## src/design/atce_pkg.sv

```systemverilog
// ----------------------------------------------------------------------------
// atce_pkg: shared types and constants of the ANSI text console engine
// Screen geometry, character codes, controller states and the command and
// status bundles between the controller and the datapath.
// ----------------------------------------------------------------------------
package atce_pkg;

	localparam int COLUMNS    = 80;
	localparam int ROWS       = 30;
	localparam int MAX_PARAMS = 8;

	localparam int COL_W  = 7;
	localparam int ROW_W  = 5;
	localparam int PIDX_W = 3;
	localparam int CLR_W  = 4;
	localparam int CH_W   = 8;

	localparam logic [CH_W-1:0] CH_NUL   = 8'h00;
	localparam logic [CH_W-1:0] CH_BS    = 8'h08;
	localparam logic [CH_W-1:0] CH_LF    = 8'h0A;
	localparam logic [CH_W-1:0] CH_CR    = 8'h0D;
	localparam logic [CH_W-1:0] CH_ESC   = 8'h1B;
	localparam logic [CH_W-1:0] CH_ZERO  = 8'h30;
	localparam logic [CH_W-1:0] CH_NINE  = 8'h39;
	localparam logic [CH_W-1:0] CH_SEMI  = 8'h3B;
	localparam logic [CH_W-1:0] CH_LBRK  = 8'h5B;
	localparam logic [CH_W-1:0] CH_SGR   = 8'h6D;
	localparam logic [CH_W-1:0] CH_CUP_H = 8'h48;
	localparam logic [CH_W-1:0] CH_CUP_F = 8'h66;
	localparam logic [CH_W-1:0] CH_CUU   = 8'h41;
	localparam logic [CH_W-1:0] CH_CUD   = 8'h42;
	localparam logic [CH_W-1:0] CH_CUF   = 8'h43;
	localparam logic [CH_W-1:0] CH_CUB   = 8'h44;
	localparam logic [CH_W-1:0] CH_CHA   = 8'h47;

	localparam logic [7:0] SGR_RESET  = 8'd0;
	localparam logic [7:0] SGR_FG_LO  = 8'd30;
	localparam logic [7:0] SGR_FG_HI  = 8'd37;
	localparam logic [7:0] SGR_FG_DEF = 8'd39;
	localparam logic [7:0] SGR_BG_LO  = 8'd40;
	localparam logic [7:0] SGR_BG_HI  = 8'd47;
	localparam logic [7:0] SGR_BG_DEF = 8'd49;

	localparam logic CFG_DEF_FG = 1'b0;
	localparam logic CFG_DEF_BG = 1'b1;

	localparam logic [CLR_W-1:0] RST_FG = 4'd8;
	localparam logic [CLR_W-1:0] RST_BG = 4'd0;

	typedef enum logic {
		ST_IDLE,
		ST_SGR
	} atce_state_t;

	typedef struct packed {
		logic step;
		logic sgr_start;
		logic sgr_apply;
		logic sgr_done;
	} atce_cmd_t;

	typedef struct packed {
		logic out_free;
		logic is_sgr;
		logic sgr_last;
	} atce_status_t;

endpackage

```

## src/design/ansi_text_console_engine_core.sv

```systemverilog
// ----------------------------------------------------------------------------
// ansi_text_console_engine_core: VT100-style text console engine
// Interprets a character stream into cell writes, line flushes, scroll
// requests and cursor moves, with a subset of ESC [ sequences.
// ----------------------------------------------------------------------------
// Each character byte enters on the input channel (in_valid, in_ready,
// char_in) and yields exactly one result item on the output channel
// (out_valid, out_ready and the result fields), in order.
// For most items the result is registered and appears on the
// cycle after acceptance. The final byte of a color sequence (m) walks the
// escape parameter file one entry per cycle, and only then is the result
// of such an item registered.
// The result register is a single slot: a new item is accepted while the
// held result is taken in the same cycle, and a stalled receiver holds the
// result and blocks further input until out_ready rises.
// The configuration channel (cfg_valid, cfg_ready, cfg_index, cfg_data)
// is always ready; index 0 sets the default foreground and index 1 the
// default background, and writes belong to idle periods only.
// Reset puts the cursor home, closes any sequence, clears the parameters,
// restores colors 8 and 0 and empties the result register.
// ----------------------------------------------------------------------------
module ansi_text_console_engine_core (
	input  logic                       clk,
	input  logic                       arst_n,
	input  logic                       in_valid,
	output logic                       in_ready,
	input  logic [atce_pkg::CH_W-1:0]  char_in,
	input  logic                       cfg_valid,
	output logic                       cfg_ready,
	input  logic                       cfg_index,
	input  logic [atce_pkg::CLR_W-1:0] cfg_data,
	output logic                       out_valid,
	input  logic                       out_ready,
	output logic                       write_valid,
	output logic [atce_pkg::ROW_W-1:0] write_row,
	output logic [atce_pkg::COL_W-1:0] write_col,
	output logic [atce_pkg::CH_W-1:0]  write_char,
	output logic [atce_pkg::CLR_W-1:0] write_fg,
	output logic [atce_pkg::CLR_W-1:0] write_bg,
	output logic                       line_flush,
	output logic [atce_pkg::ROW_W-1:0] flush_row,
	output logic                       scroll_up,
	output logic [atce_pkg::COL_W-1:0] cursor_col_out,
	output logic [atce_pkg::ROW_W-1:0] cursor_row_out
);

	atce_pkg::atce_cmd_t    cmd;
	atce_pkg::atce_status_t status;

	assign cfg_ready = 1'b1;

	atce_ctrl u_ctrl (
		.clk      (clk),
		.arst_n   (arst_n),
		.in_valid (in_valid),
		.in_ready (in_ready),
		.status   (status),
		.cmd      (cmd)
	);

	atce_datapath u_datapath (
		.clk            (clk),
		.arst_n         (arst_n),
		.cmd            (cmd),
		.status         (status),
		.char_in        (char_in),
		.cfg_valid      (cfg_valid),
		.cfg_index      (cfg_index),
		.cfg_data       (cfg_data),
		.out_valid      (out_valid),
		.out_ready      (out_ready),
		.write_valid    (write_valid),
		.write_row      (write_row),
		.write_col      (write_col),
		.write_char     (write_char),
		.write_fg       (write_fg),
		.write_bg       (write_bg),
		.line_flush     (line_flush),
		.flush_row      (flush_row),
		.scroll_up      (scroll_up),
		.cursor_col_out (cursor_col_out),
		.cursor_row_out (cursor_row_out)
	);

endmodule

```

## src/design/atce_ctrl.sv

```systemverilog
// ----------------------------------------------------------------------------
// atce_ctrl: sequencing controller of the console engine
// Accepts items, issues single-cycle steps and walks the color parameter
// list one entry per cycle for a select-graphic-rendition sequence.
// ----------------------------------------------------------------------------
module atce_ctrl (
	input  logic                  clk,
	input  logic                  arst_n,
	input  logic                  in_valid,
	output logic                  in_ready,
	input  atce_pkg::atce_status_t status,
	output atce_pkg::atce_cmd_t    cmd
);

	atce_pkg::atce_state_t state_q;
	atce_pkg::atce_state_t state_d;

	always_ff @(posedge clk or negedge arst_n) begin
		if (!arst_n) begin
			state_q <= atce_pkg::ST_IDLE;
		end else begin
			state_q <= state_d;
		end
	end

	always_comb begin
		state_d  = state_q;
		in_ready = 1'b0;
		cmd      = '0;
		unique case (state_q)
			atce_pkg::ST_IDLE: begin
				in_ready = status.out_free;
				if (in_valid && status.out_free) begin
					if (status.is_sgr) begin
						cmd.sgr_start = 1'b1;
						state_d       = atce_pkg::ST_SGR;
					end else begin
						cmd.step = 1'b1;
					end
				end
			end
			atce_pkg::ST_SGR: begin
				cmd.sgr_apply = 1'b1;
				if (status.sgr_last) begin
					cmd.sgr_done = 1'b1;
					state_d      = atce_pkg::ST_IDLE;
				end
			end
			default: begin
				state_d = atce_pkg::ST_IDLE;
			end
		endcase
	end

endmodule

```

## src/design/atce_datapath.sv

```systemverilog
// ----------------------------------------------------------------------------
// atce_datapath: cursor, color and escape state with the result register
// Holds the terminal state, the escape parameter file and the color
// defaults, and forms one registered result per item.
// ----------------------------------------------------------------------------
module atce_datapath (
	input  logic                                     clk,
	input  logic                                     arst_n,
	input  atce_pkg::atce_cmd_t                      cmd,
	output atce_pkg::atce_status_t                   status,
	input  logic [atce_pkg::CH_W-1:0]                char_in,
	input  logic                                     cfg_valid,
	input  logic                                     cfg_index,
	input  logic [atce_pkg::CLR_W-1:0]               cfg_data,
	output logic                                     out_valid,
	input  logic                                     out_ready,
	output logic                                     write_valid,
	output logic [atce_pkg::ROW_W-1:0]               write_row,
	output logic [atce_pkg::COL_W-1:0]               write_col,
	output logic [atce_pkg::CH_W-1:0]                write_char,
	output logic [atce_pkg::CLR_W-1:0]               write_fg,
	output logic [atce_pkg::CLR_W-1:0]               write_bg,
	output logic                                     line_flush,
	output logic [atce_pkg::ROW_W-1:0]               flush_row,
	output logic                                     scroll_up,
	output logic [atce_pkg::COL_W-1:0]               cursor_col_out,
	output logic [atce_pkg::ROW_W-1:0]               cursor_row_out
);

	localparam logic [atce_pkg::COL_W-1:0] COL_MAX = atce_pkg::COL_W'(atce_pkg::COLUMNS - 1);
	localparam logic [atce_pkg::COL_W-1:0] COL_END = atce_pkg::COL_W'(atce_pkg::COLUMNS);
	localparam logic [atce_pkg::ROW_W-1:0] ROW_MAX = atce_pkg::ROW_W'(atce_pkg::ROWS - 1);
	localparam logic [atce_pkg::PIDX_W-1:0] PIDX_MAX =
		atce_pkg::PIDX_W'(atce_pkg::MAX_PARAMS - 1);

	logic [atce_pkg::CLR_W-1:0]  def_fg_q, def_bg_q;
	logic [atce_pkg::CLR_W-1:0]  cur_fg_q, cur_bg_q;
	logic [atce_pkg::COL_W-1:0]  col_q;
	logic [atce_pkg::ROW_W-1:0]  row_q;
	logic                        esc_q;
	logic [7:0]                  params_q [atce_pkg::MAX_PARAMS];
	logic [atce_pkg::PIDX_W-1:0] pidx_q;
	logic [atce_pkg::PIDX_W-1:0] sgr_idx_q;

	logic                        out_valid_q;
	logic                        wv_q, lf_q, su_q;
	logic [atce_pkg::ROW_W-1:0]  wr_q, fr_q, crow_q;
	logic [atce_pkg::COL_W-1:0]  wc_q, ccol_q;
	logic [atce_pkg::CH_W-1:0]   wch_q;
	logic [atce_pkg::CLR_W-1:0]  wf_q, wb_q;

	logic [atce_pkg::COL_W-1:0]  col_d;
	logic [atce_pkg::ROW_W-1:0]  row_d;
	logic                        esc_d;
	logic [atce_pkg::PIDX_W-1:0] pidx_d;
	logic                        clr_params;
	logic                        wr_param;
	logic [7:0]                  param_new;
	logic                        wv_d, lf_d, su_d;
	logic [atce_pkg::ROW_W-1:0]  wr_d, fr_d;
	logic [atce_pkg::COL_W-1:0]  wc_d;

	logic [atce_pkg::PIDX_W-1:0] rd_addr;
	logic [7:0]                  p_rd;
	logic [7:0]                  p0, p1;
	logic [7:0]                  digit;
	logic [atce_pkg::ROW_W:0]    row_inc;
	logic [8:0]                  row_sum, col_sum;
	logic [atce_pkg::ROW_W-1:0]  prow;
	logic [atce_pkg::COL_W-1:0]  pcol;
	logic [atce_pkg::CLR_W-1:0]  sgr_fg, sgr_bg;

	assign rd_addr = cmd.sgr_apply ? sgr_idx_q : pidx_q;
	assign p_rd    = params_q[rd_addr];
	assign p0      = params_q[0];
	assign p1      = params_q[1];
	assign digit   = char_in - atce_pkg::CH_ZERO;
	assign param_new = 8'((p_rd << 3) + (p_rd << 1) + digit);
	assign row_inc = {1'b0, row_q} + 1'b1;
	assign row_sum = {4'b0, row_q} + {1'b0, p0};
	assign col_sum = {2'b0, col_q} + {1'b0, p0};
	assign prow = (p1 > 8'(ROW_MAX)) ? ROW_MAX : p1[atce_pkg::ROW_W-1:0];
	assign pcol = (p0 > 8'(COL_MAX)) ? COL_MAX : p0[atce_pkg::COL_W-1:0];

	assign status.out_free = !out_valid_q || out_ready;
	assign status.is_sgr   = esc_q && (char_in == atce_pkg::CH_SGR);
	assign status.sgr_last = (sgr_idx_q == pidx_q);

	always_comb begin
		col_d      = col_q;
		row_d      = row_q;
		esc_d      = esc_q;
		pidx_d     = pidx_q;
		clr_params = 1'b0;
		wr_param   = 1'b0;
		wv_d       = 1'b0;
		wr_d       = '0;
		wc_d       = '0;
		lf_d       = 1'b0;
		fr_d       = '0;
		su_d       = 1'b0;
		if (char_in == atce_pkg::CH_NUL) begin
			col_d = col_q;
		end else if (char_in == atce_pkg::CH_BS) begin
			if (col_q != '0) begin
				col_d = col_q - 1'b1;
			end
		end else if (char_in == atce_pkg::CH_CR) begin
			lf_d  = 1'b1;
			fr_d  = row_q;
			col_d = '0;
		end else if (char_in == atce_pkg::CH_LF) begin
			lf_d  = 1'b1;
			fr_d  = row_q;
			col_d = '0;
			if (row_q >= ROW_MAX) begin
				su_d  = 1'b1;
				row_d = ROW_MAX;
			end else begin
				row_d = row_inc[atce_pkg::ROW_W-1:0];
			end
		end else if (char_in == atce_pkg::CH_ESC) begin
			esc_d      = 1'b1;
			pidx_d     = '0;
			clr_params = 1'b1;
		end else if (esc_q) begin
			if (char_in >= atce_pkg::CH_ZERO && char_in <= atce_pkg::CH_NINE) begin
				wr_param = 1'b1;
			end else if (char_in == atce_pkg::CH_LBRK) begin
				esc_d = 1'b1;
			end else if (char_in == atce_pkg::CH_SEMI) begin
				pidx_d = (pidx_q == PIDX_MAX) ? '0 : pidx_q + 1'b1;
			end else begin
				esc_d = 1'b0;
				case (char_in)
					atce_pkg::CH_CUP_H: begin
						if (pidx_q == '0) begin
							col_d = '0;
							row_d = '0;
						end else begin
							col_d = pcol;
							row_d = prow;
						end
					end
					atce_pkg::CH_CUP_F: begin
						col_d = pcol;
						row_d = prow;
					end
					atce_pkg::CH_CUU: begin
						row_d = (p0 >= {3'b0, row_q}) ? '0 :
							row_q - p0[atce_pkg::ROW_W-1:0];
					end
					atce_pkg::CH_CUD: begin
						row_d = (row_sum > 9'(ROW_MAX)) ? ROW_MAX :
							row_sum[atce_pkg::ROW_W-1:0];
					end
					atce_pkg::CH_CUF: begin
						col_d = (col_sum > 9'(COL_MAX)) ? COL_MAX :
							col_sum[atce_pkg::COL_W-1:0];
					end
					atce_pkg::CH_CUB: begin
						col_d = (p0 >= {1'b0, col_q}) ? '0 :
							col_q - p0[atce_pkg::COL_W-1:0];
					end
					atce_pkg::CH_CHA: begin
						col_d = pcol;
					end
					default: begin
						col_d = col_q;
					end
				endcase
			end
		end else begin
			wv_d = 1'b1;
			if (col_q >= COL_END) begin
				lf_d = 1'b1;
				fr_d = row_q;
				if (row_q >= ROW_MAX) begin
					su_d = 1'b1;
					wr_d = ROW_MAX;
				end else begin
					wr_d = row_inc[atce_pkg::ROW_W-1:0];
				end
				wc_d = '0;
			end else begin
				wr_d = row_q;
				wc_d = col_q;
			end
			row_d = wr_d;
			col_d = wc_d + 1'b1;
		end
	end

	always_comb begin
		sgr_fg = cur_fg_q;
		sgr_bg = cur_bg_q;
		if (p_rd == atce_pkg::SGR_RESET) begin
			sgr_fg = def_fg_q;
			sgr_bg = def_bg_q;
		end else if (p_rd == atce_pkg::SGR_FG_DEF) begin
			sgr_fg = def_fg_q;
		end else if (p_rd == atce_pkg::SGR_BG_DEF) begin
			sgr_bg = def_bg_q;
		end else if (p_rd >= atce_pkg::SGR_FG_LO && p_rd <= atce_pkg::SGR_FG_HI) begin
			sgr_fg = atce_pkg::CLR_W'(p_rd - atce_pkg::SGR_FG_LO);
		end else if (p_rd >= atce_pkg::SGR_BG_LO && p_rd <= atce_pkg::SGR_BG_HI) begin
			sgr_bg = atce_pkg::CLR_W'(p_rd - atce_pkg::SGR_BG_LO);
		end
	end

	always_ff @(posedge clk or negedge arst_n) begin
		if (!arst_n) begin
			def_fg_q  <= atce_pkg::RST_FG;
			def_bg_q  <= atce_pkg::RST_BG;
			cur_fg_q  <= atce_pkg::RST_FG;
			cur_bg_q  <= atce_pkg::RST_BG;
			col_q     <= '0;
			row_q     <= '0;
			esc_q     <= 1'b0;
			pidx_q    <= '0;
			sgr_idx_q <= '0;
			for (int i = 0; i < atce_pkg::MAX_PARAMS; i++) begin
				params_q[i] <= '0;
			end
		end else begin
			if (cfg_valid) begin
				if (cfg_index == atce_pkg::CFG_DEF_FG) begin
					def_fg_q <= cfg_data;
				end else begin
					def_bg_q <= cfg_data;
				end
			end
			if (cmd.step) begin
				col_q  <= col_d;
				row_q  <= row_d;
				esc_q  <= esc_d;
				pidx_q <= pidx_d;
				if (clr_params) begin
					for (int i = 0; i < atce_pkg::MAX_PARAMS; i++) begin
						params_q[i] <= '0;
					end
				end else if (wr_param) begin
					params_q[pidx_q] <= param_new;
				end
			end
			if (cmd.sgr_start) begin
				esc_q     <= 1'b0;
				sgr_idx_q <= '0;
			end
			if (cmd.sgr_apply) begin
				cur_fg_q  <= sgr_fg;
				cur_bg_q  <= sgr_bg;
				sgr_idx_q <= sgr_idx_q + 1'b1;
			end
		end
	end

	always_ff @(posedge clk or negedge arst_n) begin
		if (!arst_n) begin
			out_valid_q <= 1'b0;
		end else if (cmd.step || cmd.sgr_done) begin
			out_valid_q <= 1'b1;
		end else if (out_ready) begin
			out_valid_q <= 1'b0;
		end
	end

	always_ff @(posedge clk) begin
		if (cmd.step) begin
			wv_q   <= wv_d;
			wr_q   <= wr_d & {atce_pkg::ROW_W{wv_d}};
			wc_q   <= wc_d;
			wch_q  <= wv_d ? char_in : '0;
			wf_q   <= wv_d ? cur_fg_q : '0;
			wb_q   <= wv_d ? cur_bg_q : '0;
			lf_q   <= lf_d;
			fr_q   <= fr_d;
			su_q   <= su_d;
			ccol_q <= col_d;
			crow_q <= row_d;
		end else if (cmd.sgr_done) begin
			wv_q   <= 1'b0;
			wr_q   <= '0;
			wc_q   <= '0;
			wch_q  <= '0;
			wf_q   <= '0;
			wb_q   <= '0;
			lf_q   <= 1'b0;
			fr_q   <= '0;
			su_q   <= 1'b0;
			ccol_q <= col_q;
			crow_q <= row_q;
		end
	end

	assign out_valid      = out_valid_q;
	assign write_valid    = wv_q;
	assign write_row      = wr_q;
	assign write_col      = wc_q;
	assign write_char     = wch_q;
	assign write_fg       = wf_q;
	assign write_bg       = wb_q;
	assign line_flush     = lf_q;
	assign flush_row      = fr_q;
	assign scroll_up      = su_q;
	assign cursor_col_out = ccol_q;
	assign cursor_row_out = crow_q;

endmodule
```

## config.mk

```make
export PLATFORM = sky130hd
export DESIGN_NAME = ansi_text_console_engine_core
export DESIGN_NICKNAME = d
export VERILOG_FILES = /design/src/design/atce_pkg.sv /design/src/design/ansi_text_console_engine_core.sv /design/src/design/atce_ctrl.sv /design/src/design/atce_datapath.sv
export SDC_FILE = /design/constraint.sdc
export NUM_CORES = 1
export LEC_CHECK = 0
export ABC_AREA = 1
export CAP_MARGIN = 30
export CORE_UTILIZATION = 55
export DETAILED_ROUTE_END_ITERATION = 7
export DONT_BUFFER_PORTS = 1
export PLACE_DENSITY = 0.73
export SETUP_SLACK_MARGIN = 0.2
export SYNTH_ARGS = -nofsm -noshare
export SYNTH_HDL_FRONTEND = slang
export SYNTH_SLANG_ARGS = --single-unit
```

## constraint.sdc

```tcl
create_clock -name clk -period 3.55 [get_ports clk]
set_input_delay 0 -clock clk [delete_from_list [all_inputs] [get_ports clk]]
set_output_delay 0 -clock clk [all_outputs]
set_load 0.01 [all_outputs]
```

* Yosys cells after proc, flatten, opt, wreduce, memory -nomap -nowiden *
Cells that the tools add are included.

storage, ports and cells
  bits of input ports = 18
  register bits after elaboration = 149
  word-level logic and storage cells = 287
  output and inout bits = 51

operators by class
  bitwise operators = 9
  mux-type cells = 160
  reduce and logical (&&, ||, !) cells = 30
  add/subtract/negate cells = 14
  magnitude comparators = 17
  equal/unequal tests = 27

operators with widths
  operator                                                            number
  two-way mux 7 bit                                                   31
  two-way mux 5 bit                                                   33
  two-way mux 64 bit                                                  2
  equality test 8 x 7 -> 1 bit (second input constant)                9
  bitwise mux 64 bit                                                  1
  two-way mux 1 bit                                                   56
  two-way mux 4 bit                                                   14
  two-way mux 8 bit                                                   6
  one-hot mux 7 bit (4 select lines)                                  1
  two-way mux 3 bit                                                   9
  binary-select mux 8 bit (select 3 bit)                              1
  demux 8 bit (select 3 bit)                                          1
  equality test 8 x 4 -> 1 bit (second input constant)                3
  equality test 8 x 6 -> 1 bit (second input constant)                3
  less-or-equal comparator 8 x 6 -> 1 bit (second input constant)     3
  one-hot mux 5 bit (4 select lines)                                  1
  adder 8 bit                                                         2
  greater-or-equal comparator 8 x 6 -> 1 bit (second input constant)  2
  zero test 8 bit                                                     2
  nonzero test 2 bit                                                  7
  adder 5 x 8 -> 9 bit                                                1
  adder 7 x 8 -> 9 bit                                                1
  > comparator 9 x 5 -> 1 bit (second input constant)                 1
  > comparator 9 x 7 -> 1 bit (second input constant)                 1
  40 further kinds                                                    66

* Depth between registers and ports, before layout *
  depth in word-level cells = 16
  mapped depth = 22

* By module *
Synthesis repeated with hierarchy kept, for this count alone.

second synthesis, totals
  cell total of the unflattened synthesis = 1359
  area, all modules = 10050.9 um2

by module, submodules not included
  module                         cells each  area an instance (um2)  instances
  atce_datapath                  1342        9954.5                  1
  atce_ctrl                      15          85.1                    1
  ansi_text_console_engine_core  2           11.3                    1

* Worst setup path before layout *
OpenSTA, ideal clock, no wires.

  path type = register -> register
  from = reg u_datapath.pidx_q[0] (netlist bit)
  to = reg u_datapath.params_q, in the netlist u_datapath.p1[7]
  required time = 3.413 ns
  data arrival time = 3.616 ns
  path buffers = 2
  setup slack = -0.203 ns
  stages on the path, launching flop included = 22
  period minus slack after synthesis = 3.753 ns
  cell sequence = dfrtp_1 buf_4 inv_4 nand2_1 nand2_1 buf_2 nand2_1 nand3_1 nand3_1 nand2_2 inv_1 fa_1 inv_1 ha_1 ha_1 inv_1 fa_1 o21ai_0 xor2_1 xor2_1 xor2_1 o21ai_0

between the ends
  cells in the longest elaborated chain, start to end = 10
  elaborated cells on any way between the ends = 16

RTL lines
  item                                                   RTL line              text
  start: declaration                                     atce_datapath.sv:42   logic [atce_pkg::PIDX_W-1:0] pidx_q;
  start signal: assignment                               atce_datapath.sv:237  pidx_q <= pidx_d;
  two-way mux 3 bit                                      atce_datapath.sv:73   assign rd_addr = cmd.sgr_apply ? sgr_idx_q : pidx_q;
  NOT 3 -> 4 bit (not written as such)                   atce_datapath.sv:74   assign p_rd = params_q[rd_addr];
  binary-select mux 8 bit (select 3 bit)                 atce_datapath.sv:74
  two-way mux 8 bit (not written as such) (2 in series)  atce_datapath.sv:74
  adder 8 bit (2 in series)                              atce_datapath.sv:78   assign param_new = 8'((p_rd << 3) + (p_rd << 1) + digit);
  bitwise mux 64 bit (*)                                 atce_datapath.sv:243  params_q[pidx_q] <= param_new;
  two-way mux 64 bit (*)                                 atce_datapath.sv:242  end else if (wr_param) begin
  two-way mux 64 bit (*)                                 atce_datapath.sv:238  if (clr_params) begin
  end signal: indexed assignment                         atce_datapath.sv:243
  end: declaration                                       atce_datapath.sv:41   logic [7:0] params_q [atce_pkg::MAX_PARAMS];

Every way passes the cells marked *; elsewhere a longest branch is shown, timed or not. The select of a mux whose other input is x is not followed.
A chain may end at the register's enable or synchronous reset.

* Worst setup path in the final report *
  from = reg u_ctrl.state_q
  to = reg u_datapath.params_q[31] (netlist bit)

between the ends
  cells in the longest elaborated chain, start to end = 11
  elaborated cells on any way between the ends = 13

RTL lines
  item                                                   RTL line              text
  start: declaration                                     atce_ctrl.sv:15       atce_pkg::atce_state_t state_q;
  start signal: assignment                               atce_ctrl.sv:20       state_q <= atce_pkg::ST_IDLE;
  start signal: assignment                               atce_ctrl.sv:22       state_q <= state_d;
  two-way mux 2 bit                                      atce_ctrl.sv:30       unique case (state_q)
  two-way mux 3 bit                                      atce_datapath.sv:73
  NOT 3 -> 4 bit (not written as such)                   atce_datapath.sv:74
  binary-select mux 8 bit (select 3 bit)                 atce_datapath.sv:74
  two-way mux 8 bit (not written as such) (2 in series)  atce_datapath.sv:74
  adder 8 bit (2 in series)                              atce_datapath.sv:78
  bitwise mux 64 bit                                     atce_datapath.sv:243
  two-way mux 64 bit                                     atce_datapath.sv:242
  two-way mux 64 bit                                     atce_datapath.sv:238

Several ways; a longest one is shown, not always the timed one. The select of a mux whose other input is x is not followed.

==> results.json <==
{
  "holdPathEnd": "u_datapath.esc_q$_DFFE_PN0P_",
  "cpLargestDelayFamily": "adder cells",
  "final-hold-violation-count": 0,
  "synth.yosys.warnings": 0,
  "crit_required_ns": 3.87,
  "cp.arrival_ns": 4.12,
  "violations": "setup timing",
  "crit_type": "flop to flop",
  "period_share": 1.07,
  "synth_area_um2": 9790,
  "grt_setup_unrepaired": "yes",
  "cp-end-kind": "flop",
  "worstPathCellList": "buf_12 > buf_4 > o21ai_4 > inv_4 > nand2_1 > nand2_2 > fa_2 > inv_2 > ha_4 > ha_4 > inv_2 > fa_2 > o21ai_2 > xor2_1 > xor2_1 > xor2_2 > buf_4 > o21ai_1",
  "grt_max_degree": 102,
  "routed_wl_um": 28000,
  "dieWidth_um": 135,
  "multi_input_area_um2": 5270,
  "cts.path.max_buffers": 2,
  "relSlewSlack": 0.505,
  "num_io_pins": 69,
  "synth_nets": 1379,
  "synthFlopType": "dfrtp_1",
  "worstHoldStart": "char_in[6]",
  "nets": 1473,
  "syn_area_per_cell_um2": 7.55,
  "grt_pass1_vias": 8688,
  "first_pass_iters": 5,
  "cp_slowest_cell": "fa_2",
  "worst_r2r_endpoint": "u_datapath.params_q[31]$_DFFE_PN0P_",
  "synth-edff-count": 48,
  "cp_max_fo": 6,
  "rows": 48,
  "setup_viol": 8,
  "max_stage_delay_ns": 0.55,
  "die_h_um": 135,
  "dpl.hpwl_um": 20100,
  "die_area_um2": 18300,
  "setup_tns_ns": -1.89,
  "hold_class": "primary input to flop",
  "cts_tree": "built",
  "synthCells": 1297,
  "clk_pin_slew_worst_paths_ns": 0.06,
  "ctsHtreeMaxLevel": 4,
  "fin_skew_ns": 0.00993,
  "min_path_cells": 4,
  "port_buffers": 0,
  "max_cap_violations": 0,
  "numCtsBuffers": 17,
  "drc_errors": 0,
  "fmax_ghz": 0.263,
  "coreArea_um2": 17400,
  "fillCellCount": 1434,
  "path_depth": 18,
  "synth_largest_area_cell": "dfrtp_1",
  "root_buffer": "clkbuf_16",
  "via_count": 9095,
  "p_per_area_nw_per_um2": 530,
  "area_growth_syn_to_layout_pct": 20.0,
  "status": "complete, but fails checks",
  "r2r_start": "u_ctrl.state_q$_DFF_PN0_",
  "grt-ovfl-total": 0,
  "ys_ff_latch": 149,
  "worst_pin_slew_ns": 0.736,
  "synthArstFlopShare": 0.678,
  "vdd_ir_drop_max_mv": 0.351,
  "track_usage": 0.320,
  "antenna_found_initial": 0,
  "drive_gt1_frac": 0.145,
  "yosys.area.top_type_share": 0.253,
  "worstSetupStartpointType": "flop",
  "power.leakage_uw": 0.00561,
  "seqCellArea_um2": 3970,
  "finalWeightedCongestion": 0.947,
  "synth_cell_types": 49,
  "avgRoutedWirePerCell_um": 17.2,
  "insertedDiodeCount": 0,
  "antenna_left": 0,
  "start_util": 0.564,
  "worstRegToRegCells": 18,
  "dr.first_iter.drc_count": 634,
  "slew_violations": 0,
  "ys_seq_area_frac": 0.406,
  "clock-sinks": 149,
  "via_per_inst": 5.58,
  "clkLatencyLatePin_ns": 0.44,
  "fin_ws_ns": -0.250,
  "grt_pass1_wl_um": 44700,
  "period_minus_slack_ns": 3.80,
  "crit_buf_inv": 6,
  "p_total_uw": 6220,
  "final_core_util": 0.677,
  "rrSetupSlack_ns": -0.25,
  "synthTopCellsByArea": "dfrtp_1 25%, edfxtp_1 15%, nand2_1 14%"
}
-- cell usage in the layout (no fill, tap or decap), types with 4 or more instances in the layout --
cell / count
dfrtp_1: 98
fa_1: 6
buf_4: 60
nand3_1: 96
a21boi_0: 7
nand2_2: 18
o21ai_2: 16
ha_4: 5
ha_1: 50
clkbuf_16: 18
edfxtp_1: 48
nand2_4: 6
o22ai_1: 8
dlygate4sd3_1: 22
nand3b_1: 4
nor3_1: 22
a21oi_1: 49
inv_1: 160
a31oi_1: 4
xor2_1: 18
xnor2_1: 6
nor2_1: 112
nand3_2: 5
o21ai_0: 78
o21ai_4: 5
buf_6: 11
o21ai_1: 18
nand2_1: 361
o211ai_1: 6
inv_2: 14
clkinv_1: 4
nand4_1: 9
-- layout make-up --
cell class	instances	share of cell area
Timing Repair Buffer	99	0.0796
Clock inverter	15	0.0153
Sequential cell	149	0.338
Clock buffer	17	0.0362
Inverter	179	0.0578
Tap cell	225	0.0240
Multi-Input combinational cell	945	0.449
-- worst max-delay path by stage --
stage | start | to | slack (ns)
4_1_cts | u_ctrl.state_q$_DFF_PN0_ | u_datapath.params_q[15]$_DFFE_PN0P_ | -0.22
5_1_grt | u_ctrl.state_q$_DFF_PN0_ | u_datapath.params_q[23]$_DFFE_PN0P_ | -0.43
3_5_place_dp | u_ctrl.state_q$_DFF_PN0_ | u_datapath.p0[7]$_DFFE_PN0P_ | -0.24
6_report | u_ctrl.state_q$_DFF_PN0_ | u_datapath.params_q[31]$_DFFE_PN0P_ | -0.25
3_3_place_gp | u_ctrl.state_q$_DFF_PN0_ | u_datapath.p0[7]$_DFFE_PN0P_ | -0.18
2_1_floorplan | u_datapath.pidx_q[0]$_DFFE_PN0P_ | u_datapath.p0[7]$_DFFE_PN0P_ | -0.01
-- worst reg2reg max path: stages (launching register included) --
cell	delay, ns
dfrtp_2	0.49
buf_12	0.18
buf_4	0.14
o21ai_4	0.19
inv_4	0.08
nand2_1	0.09
nand2_2	0.09
fa_2	0.55
inv_2	0.05
ha_4	0.26
ha_4	0.13
inv_2	0.04
fa_2	0.36
o21ai_2	0.15
xor2_1	0.17
xor2_1	0.24
xor2_2	0.23
buf_4	0.18
o21ai_1	0.07
-- cell families (layout without fill, tap and decap cells) --
group / Yosys count / in the layout / share of synthesized area
xor+xnor: 25 / 25 / 0.0224
other cells: 1 / 1 / 0.000383
compound gates: 207 / 207 / 0.118
buf+inv: 205 / 310 / 0.0844
fa+ha+maj: 64 / 64 / 0.0887
simple gates: 646 / 648 / 0.280
flops: 149 / 149 / 0.406
-- sequential cells by signal (all words and copies together), names as in the netlist, 7 cells and up --
| signal | flops |
|---|---|
| u_datapath.write_char | 8 |
| u_datapath.p0 | 8 |
| u_datapath.col_q | 7 |
| u_datapath.params_q | 48 |
| u_datapath.p1 | 8 |
| u_datapath.write_col | 7 |
| u_datapath.cursor_col_out | 7 |
-- per-stage QoR --
stage                     worst slack, ns  instances  area, um^2  hold slack (ns)
after detailed placement           -0.243       1557       10500           -0.293
after floorplan                   -0.0135       1297        9850           -0.296
after CTS                          -0.224       1621       11500           0.0314
after global routing               -0.432       1629       11700           0.0913
after global placement             -0.178       1557       10500           -0.293
final                              -0.250       1629       11700           0.0448
-- power breakdown --
| part | total (uW) | switching (uW) | leakage [uW] | internal, uW |
|---|---|---|---|---|
| Clock | 1880 | 774 | 0.000287 | 1110 |
| Sequential | 2240 | 252 | 0.00176 | 1990 |
| Combinational | 2100 | 1350 | 0.00357 | 746 |
-- metal layers --
layer  track usage  up-vias  part of all wire
met1         0.406     4305              0.42
li1              -     4404                 -
met4         0.120        0             0.029
met5             0        -                 0
met2         0.545      325              0.50
met3        0.0527       61             0.052
-- repair_timing --
action / in CTS / in global routing
pin swaps: 10 / 37
endpoints found under the setup margin: 22 / 32
endpoints found under the hold margin: 127 / 0
gates resized for setup: 25 / 53
buffers inserted: 6 / 6
hold buffers: 23 / 0
gates cloned: 3 / 2
-- cell usage after synthesis (5+ instances only) --
| cell | number |
|---|---|
| o22ai_1 | 11 |
| buf_2 | 5 |
| o21ai_0 | 99 |
| nand2_2 | 13 |
| nand3_1 | 99 |
| xor2_1 | 19 |
| o211ai_1 | 6 |
| nand2_1 | 370 |
| fa_1 | 9 |
| xnor2_1 | 6 |
| edfxtp_1 | 48 |
| inv_1 | 168 |
| inv_2 | 7 |
| clkbuf_1 | 12 |
| dfrtp_1 | 99 |
| nor2_1 | 112 |
| o21ai_1 | 12 |
| a21boi_0 | 7 |
| ha_1 | 55 |
| buf_4 | 6 |
| nand4_1 | 9 |
| a21oi_1 | 51 |
| nor3_1 | 22 |
(Power assumes the default switching activity.)
